==> config.mk <==
export PLATFORM = sky130hd
export DESIGN_NAME = record_exchange_sort_top
export DESIGN_NICKNAME = d
export VERILOG_FILES = /design/src/design/res_pkg.sv /design/src/design/res_cmp_unit.sv /design/src/design/record_exchange_sort_top.sv
export SDC_FILE = /design/constraint.sdc
export NUM_CORES = 2
export LEC_CHECK = 0
export ABC_CLOCK_PERIOD_IN_PS = 7800
export BUFFER_PORTS_ARGS = -buffer_cell sky130_fd_sc_hd__clkbuf_2
export CAP_MARGIN = 5
export CORE_MARGIN = 2
export CORE_UTILIZATION = 50
export CTS_CLUSTER_DIAMETER = 100
export DETAILED_ROUTE_END_ITERATION = 6
export HOLD_SLACK_MARGIN = 0.1
export PLACE_DENSITY = 0.71
export SLEW_MARGIN = 20
export SYNTH_ARGS = -nofsm -noshare
export SYNTH_HDL_FRONTEND = slang
export SYNTH_SLANG_ARGS = --single-unit
==> constraint.sdc <==
create_clock -name clk -period 7.8 [get_ports clk]
set_input_delay 0.39 -clock clk [delete_from_list [all_inputs] [get_ports clk]]
set_output_delay 0.39 -clock clk [all_outputs]
set_load 0.01 [all_outputs]
==> src/design/res_pkg.sv <==
// ----------------------------------------------------------------------------
// res_pkg
// Shared types for the record exchange sort block: input item, result item
// and the stored record layout.
// ----------------------------------------------------------------------------
package res_pkg;

	// One input transfer
	typedef struct packed {
		logic signed [15:0] key;
		logic signed [15:0] second_value;
		logic signed [15:0] third_value;
		logic signed [15:0] target_value;
		logic               sign_bit;
		logic               last;
	} in_t;

	// One result transfer
	typedef struct packed {
		logic signed [15:0] out_key;
		logic signed [15:0] out_second;
		logic signed [15:0] out_third;
		logic signed [15:0] out_target;
		logic               out_sign;
		logic               out_last;
		logic               overflow;
	} out_t;

	// Stored record: key plus 49-bit payload
	typedef struct packed {
		logic signed [15:0] key;
		logic               sign_bit;
		logic signed [15:0] target_value;
		logic signed [15:0] third_value;
		logic signed [15:0] second_value;
	} rec_t;

endpackage

==> src/design/res_cmp_unit.sv <==
// ----------------------------------------------------------------------------
// res_cmp_unit
// Shared compare-and-exchange unit: compares the held record against a
// candidate read from the store and picks the record to keep.
// ----------------------------------------------------------------------------
module res_cmp_unit
	import res_pkg::*;
(
	input  rec_t cur,
	input  rec_t cand,
	output logic swap,
	output rec_t keep
);

	// Swap on a strictly smaller candidate key; equal keys stay put
	assign swap = ($signed(cur.key) > $signed(cand.key));
	assign keep = swap ? cand : cur;

endmodule

==> src/design/record_exchange_sort_top.sv <==
// ----------------------------------------------------------------------------
// record_exchange_sort_top
// Loads records into a store, sorts them by signed key in exchange-sort
// order with one shared compare unit, then streams them out in order.
//
//   channel | signals                          | payload
//   --------+----------------------------------+---------------------------
//   input   | item_valid, item_ready, item     | key, three values, sign, last
//   output  | result_valid, result_ready, result | sorted record, last, overflow
//
// Load: one cycle per input item; item_ready is high only while loading.
// Sort (n stored records, n >= 2): runs through the single read port of the
// record store and the shared compare unit.
// Emit: a setup read, then each result is loaded and held until result_ready is high.
// A stalled result holds in the output register; no input is taken until the
// last result of a set transfers. Reset clears the count and overflow state;
// the store itself is not cleared.
// ----------------------------------------------------------------------------
module record_exchange_sort_top
	import res_pkg::*;
#(
	parameter int MAX_RECORDS = 32
)
(
	input  logic clk,
	input  logic arst_n,
	input  logic item_valid,
	output logic item_ready,
	input  in_t  item,
	output logic result_valid,
	input  logic result_ready,
	output out_t result
);

	localparam int AW    = (MAX_RECORDS > 1) ? $clog2(MAX_RECORDS) : 1;
	localparam int CNT_W = $clog2(MAX_RECORDS + 1);

	typedef enum logic [7:0] {
		ST_LOAD = 8'b0000_0001,
		ST_RDI  = 8'b0000_0010,
		ST_LDI  = 8'b0000_0100,
		ST_SCAN = 8'b0000_1000,
		ST_WB   = 8'b0001_0000,
		ST_EMRD = 8'b0010_0000,
		ST_EMLD = 8'b0100_0000,
		ST_EMWT = 8'b1000_0000
	} state_t;

	state_t             state_q;
	logic [CNT_W-1:0]   count_q;
	logic               drop_q;
	logic [CNT_W-1:0]   i_q;
	logic [CNT_W-1:0]   j_q;
	logic [CNT_W-1:0]   k_q;
	logic               pend_q;
	logic               result_valid_q;
	logic [AW-1:0]      jd_q;
	rec_t               cur_q;
	rec_t               rd_data_q;
	out_t               result_q;

	rec_t               rec_mem [MAX_RECORDS];
	logic               mem_we;
	logic [AW-1:0]      mem_waddr;
	rec_t               mem_wdata;
	logic [AW-1:0]      mem_raddr;

	logic               full;
	logic [CNT_W-1:0]   n_new;
	logic [CNT_W-1:0]   k_next;
	logic               swap;
	rec_t               keep;
	rec_t               item_rec;

	// Handshake and status
	assign item_ready   = (state_q == ST_LOAD);
	assign result_valid = result_valid_q;
	assign result       = result_q;

	assign full   = (count_q == CNT_W'(MAX_RECORDS));
	assign n_new  = full ? count_q : (count_q + CNT_W'(1));
	assign k_next = k_q + CNT_W'(1);

	// Pack the incoming item as a stored record
	assign item_rec = '{
		key:          item.key,
		sign_bit:     item.sign_bit,
		target_value: item.target_value,
		third_value:  item.third_value,
		second_value: item.second_value
	};

	// Shared compare unit
	res_cmp_unit u_cmp (
		.cur  (cur_q),
		.cand (rd_data_q),
		.swap (swap),
		.keep (keep)
	);

	// Select store write and read ports
	always_comb begin
		mem_we    = 1'b0;
		mem_waddr = count_q[AW-1:0];
		mem_wdata = item_rec;
		mem_raddr = '0;
		case (state_q)
			ST_LOAD: begin
				mem_we = item_valid && !full;
			end
			ST_RDI: begin
				mem_raddr = i_q[AW-1:0];
			end
			ST_SCAN: begin
				mem_raddr = j_q[AW-1:0];
				mem_we    = pend_q && swap;
				mem_waddr = jd_q;
				mem_wdata = cur_q;
			end
			ST_WB: begin
				mem_we    = 1'b1;
				mem_waddr = i_q[AW-1:0];
				mem_wdata = cur_q;
			end
			ST_EMRD: begin
				mem_raddr = k_q[AW-1:0];
			end
			ST_EMWT: begin
				mem_raddr = k_next[AW-1:0];
			end
			default: begin
				mem_raddr = '0;
			end
		endcase
	end

	// Record store, registered read
	always_ff @(posedge clk) begin
		if (mem_we) begin
			rec_mem[mem_waddr] <= mem_wdata;
		end
		rd_data_q <= rec_mem[mem_raddr];
	end

	// Sequencer control
	always_ff @(posedge clk or negedge arst_n) begin
		if (!arst_n) begin
			state_q        <= ST_LOAD;
			count_q        <= '0;
			drop_q         <= 1'b0;
			i_q            <= '0;
			j_q            <= '0;
			k_q            <= '0;
			pend_q         <= 1'b0;
			result_valid_q <= 1'b0;
		end else begin
			case (state_q)
				ST_LOAD: begin
					if (item_valid) begin
						count_q <= n_new;
						if (full) begin
							drop_q <= 1'b1;
						end
						if (item.last) begin
							i_q     <= '0;
							k_q     <= '0;
							state_q <= (n_new >= CNT_W'(2)) ? ST_RDI : ST_EMRD;
						end
					end
				end
				ST_RDI: begin
					state_q <= ST_LDI;
				end
				ST_LDI: begin
					j_q     <= i_q + CNT_W'(1);
					pend_q  <= 1'b0;
					state_q <= ST_SCAN;
				end
				ST_SCAN: begin
					if (j_q != count_q) begin
						j_q    <= j_q + CNT_W'(1);
						pend_q <= 1'b1;
					end else begin
						pend_q <= 1'b0;
						if (!pend_q) begin
							state_q <= ST_WB;
						end
					end
				end
				ST_WB: begin
					i_q     <= i_q + CNT_W'(1);
					state_q <= ((i_q + CNT_W'(2)) < count_q) ? ST_RDI : ST_EMRD;
				end
				ST_EMRD: begin
					state_q <= ST_EMLD;
				end
				ST_EMLD: begin
					result_valid_q <= 1'b1;
					state_q        <= ST_EMWT;
				end
				ST_EMWT: begin
					if (result_ready) begin
						result_valid_q <= 1'b0;
						if (result_q.out_last) begin
							count_q <= '0;
							drop_q  <= 1'b0;
							state_q <= ST_LOAD;
						end else begin
							k_q     <= k_next;
							state_q <= ST_EMLD;
						end
					end
				end
				default: begin
					state_q <= ST_LOAD;
				end
			endcase
		end
	end

	// Held record, scan index and output register
	always_ff @(posedge clk) begin
		if (state_q == ST_LDI) begin
			cur_q <= rd_data_q;
		end
		if (state_q == ST_SCAN) begin
			if (j_q != count_q) begin
				jd_q <= j_q[AW-1:0];
			end
			if (pend_q) begin
				cur_q <= keep;
			end
		end
		if (state_q == ST_EMLD) begin
			result_q.out_key    <= rd_data_q.key;
			result_q.out_second <= rd_data_q.second_value;
			result_q.out_third  <= rd_data_q.third_value;
			result_q.out_target <= rd_data_q.target_value;
			result_q.out_sign   <= rd_data_q.sign_bit;
			result_q.out_last   <= (k_next == count_q);
			result_q.overflow   <= drop_q;
		end
	end

endmodule

==> results.py <==
metrics = {
    "sta": {
        "fin_setup_tns_ns": 0,
        "finalMaxSlewViolations": 0,
        "min_period_ns": 5.33,
        "setup_viol": 0,
        "hold_viol": 0,
        "fin_skew_ns": 0.0487,
        "rsz0062_at_grt": "no",
        "post-route-period-util": 0.684,
        "tightest_slew_ns": 1.15,
        "slew_headroom": 0.234,
        "max_freq_mhz": 188,
    },
    "yosys": {
        "synth_warnings": 0,
        "synthArstFlopShare": 0.0151,
        "yosysTopAreaCellShare": 0.737,
        "synth_area_um2": 90400,
        "synthesis.nets": 6381,
        "yosys.area.top_type": "edfxtp_1",
        "synth-main-ff-cell": "edfxtp_1",
        "synth_edf_count": 2217,
        "synth.area.top_cells": "edfxtp_1 (74%), nand2_1 (6.9%), nand3_1 (3.5%), mux2i_1 (2.3%), dfxtp_1 (1.4%)",
        "ys_types": 70,
        "ys_seq_area_frac": 0.761,
        "yosys_register_bits": 2317,
        "synthMostInstantiatedCell": "edfxtp_1",
        "synth_area_per_cell_um2": 14.4,
        "yosys-top-cells-count": "edfxtp_1 (2,217), nand2_1 (1,662), nand3_1 (632)",
        "netlist_instances": 6283,
    },
    "worst_setup_path": {
        "cp_max_fo": 35,
        "max_stage_delay_ns": 0.93,
        "reg2regPathDepth": 11,
        "crit_path_end_kind": "flip-flop",
        "timing.rr.end": "rec_mem[20][7]$_DFFE_PP_",
        "r2r_setup_slack_ns": 2.47,
        "critPathSlowestCell": "a211oi_4",
        "cp-start-kind": "flip-flop",
        "timing.rr.start": "state_q[4]$_DFFE_PN0P_",
        "worstPathArrival_ns": 5.81,
        "critPathKind": "reg2reg",
        "path_cells": "nor4_2 -> and2_1 -> buf_4 -> nor2_4 -> buf_4 -> nand2_1 -> nand2_1 -> a21oi_1 -> nand2_1 -> a211oi_4 -> buf_4",
        "crit_required_ns": 8.28,
    },
    "placement": {
        "dpl.hpwl_mm": 138,
        "io_buffers": 138,
        "dp_cells": 8535,
        "place_congestion": 0.879,
    },
    "worst_hold_path": {
        "min_to": "rec_mem[10][43]$_DFFE_PP_",
        "min-delay-start": "item[13]",
        "hold_path.class": "in2reg",
        "whs_path_depth": 3,
    },
    "outcome": {
        "status": "finished, final reports clean",
    },
    "power_and_ir_drop": {
        "power_leakage_nw": 34.6,
        "vdd_drop_max_mv": 0.237,
        "p_per_area_nw_per_um2": 289,
    },
    "global_route": {
        "grt_start_max_net_pins": 169,
        "antenna_found_initial": 6,
        "grt.total_usage": 0.269,
        "grt_pass1_wl_mm": 364,
        "grt_overflow": 0,
        "grt_pass1_vias": 53400,
    },
    "die": {
        "core_um2": 180000,
        "ios": 139,
        "die_area_um2": 184000,
        "std_cell_rows": 156,
        "initial_core_util": 0.502,
        "die_x_um": 429,
        "die_y_um": 429,
    },
    "clock_tree": {
        "tritoncts": "built",
        "cts_setup_buffers": 0,
        "htree_levels": 4,
        "cts_buffer_depth": 3,
        "path_clk_slew_ns": 0.07,
        "clock_latency_ns": 0.87,
        "clock-sinks": 2317,
        "cts_buffers": 213,
        "clockRootBuffer": "clkbuf_16",
    },
    "cells_and_area": {
        "nets": 6485,
        "multi_input_area_um2": 20400,
        "final_cells": 8949,
        "seq_area_um2": 68800,
        "layout-drive-gt1-share": 0.120,
        "nFillCells": 13600,
        "syn_to_final_growth_pct": 12.2,
    },
    "detailed_routing": {
        "wirelength_mm": 252,
        "post-route-drc-count": 0,
        "ant_nets": 0,
        "num_vias": 56100,
        "firstDrtPassIters": 6,
        "drt-initial-drc-count": 8517,
        "wl_per_cell_um": 28.1,
        "routed_via_density": 6.27,
    },
    "job": {
        "drv_cap": 0,
    },
}
## worst max-delay path by stage
stage / from / end / slack [ns] / depth (start not counted)
after detailed placement: state_q[4]$_DFFE_PN0P_ / rec_mem[20][23]$_DFFE_PP_ / 2.72 / 11
after global routing: state_q[4]$_DFFE_PN0P_ / rec_mem[20][54]$_DFFE_PP_ / 2.25 / 11
after CTS: state_q[4]$_DFFE_PN0P_ / rec_mem[20][7]$_DFFE_PP_ / 2.67 / 11
after floorplan: state_q[3]$_DFFE_PN0P_ / rec_mem[20][0]$_DFFE_PP_ / 0.23 / 10
final: state_q[4]$_DFFE_PN0P_ / rec_mem[20][7]$_DFFE_PP_ / 2.47 / 11
after global placement: state_q[4]$_DFFE_PN0P_ / rec_mem[20][7]$_DFFE_PP_ / 2.71 / 11
## layer usage
layer  global-route usage  vias to the layer above  share of wire
li1                     -                    23800              -
met1                0.375                    28100           0.38
met2                0.415                     3652           0.46
met3               0.0509                      512           0.11
met4                0.117                        4          0.045
met5                    0                        -        0.00014
## cells by family after synthesis
| group | synth area share |
|---|---|
| adder cells (fa/ha/maj) | 0.00388 |
| AO/OA/AOI/OAI | 0.0495 |
| XOR/XNOR | 0.00223 |
| multiplexers | 0.0418 |
| flip-flops | 0.761 |
| AND/OR/NAND/NOR | 0.121 |
| buffers and inverters | 0.0206 |
## cell type report
cell class                      count  share of cell area
Sequential cell                  2317               0.678
Multi-Input combinational cell   3550               0.201
Clock buffer                      274              0.0567
Tap cell                         2370              0.0292
Timing Repair Buffer              276              0.0207
Clock inverter                    129              0.0134
Inverter                           29             0.00110
Antenna cell                        4           0.0000987
## sequential cells by signal (all words and copies together), names as in the netlist, 5 cells and up
| register | flops |
|---|---|
| count_q | 6 |
| cur_q | 65 |
| i_q | 6 |
| j_q | 6 |
| jd_q | 5 |
| k_q | 6 |
| rd_data_q | 65 |
| rec_mem | 2080 |
| result | 67 |
| state_q | 8 |
## worst max-delay path, delay by kind of cell (launching register included)
kind / cells / cell delay (ns)
AOI/OAI and AO/OA: 2 / 1.47
buffers and inverters: 3 / 1.21
DFF: 1 / 0.48
and+or+nand+nor: 6 / 1.75
## report_power, final
part	total (W)	switching [W]	leakage, nW	internal [W]
sequential	0.0155	0.000405	21.2	0.0151
clock	0.0106	0.00450	3.47	0.00609
combinational	0.00327	0.00251	9.96	0.000761
## cells in the final DEF, fill, tap and decap left out, types with 62 or more instances in the layout
master and count:
dfxtp_1 65, a221oi_1 64, mux2_2 65, o21ai_0 65
clkbuf_2 138, a32oi_1 69, a31oi_1 166, buf_4 105
mux2i_1 205, edfxtp_1 2217, nand2_1 1631, a21oi_1 62
nand3_1 630, clkbuf_16 216, nand4_1 106
## timing repair
action / 4_1_cts / 5_1_grt
gates resized for setup: 0 / 0
endpoints found under the hold margin: 52 / 0
hold buffers: 5 / 0
## stage by stage
| step | utilization | setup slack (ns) | hold WS, ns | cell area, um^2 | power [W] |
|---|---|---|---|---|---|
| final | 0.563 | 2.47 | 0.153 | 101000 | 0.0293 |
| after global routing | 0.563 | 2.25 | 0.167 | 101000 | 0.0301 |
| after CTS | 0.562 | 2.67 | 0.110 | 101000 | 0.0293 |
| after detailed placement | 0.522 | 2.72 | 0.416 | 94100 | 0.0189 |
| after global placement | 0.522 | 2.71 | 0.413 | 94100 | 0.0188 |
| after floorplan | - | 0.230 | 0.0944 | 90400 | 0.0174 |
No activity file was read; power rests on OpenSTA's default activity.
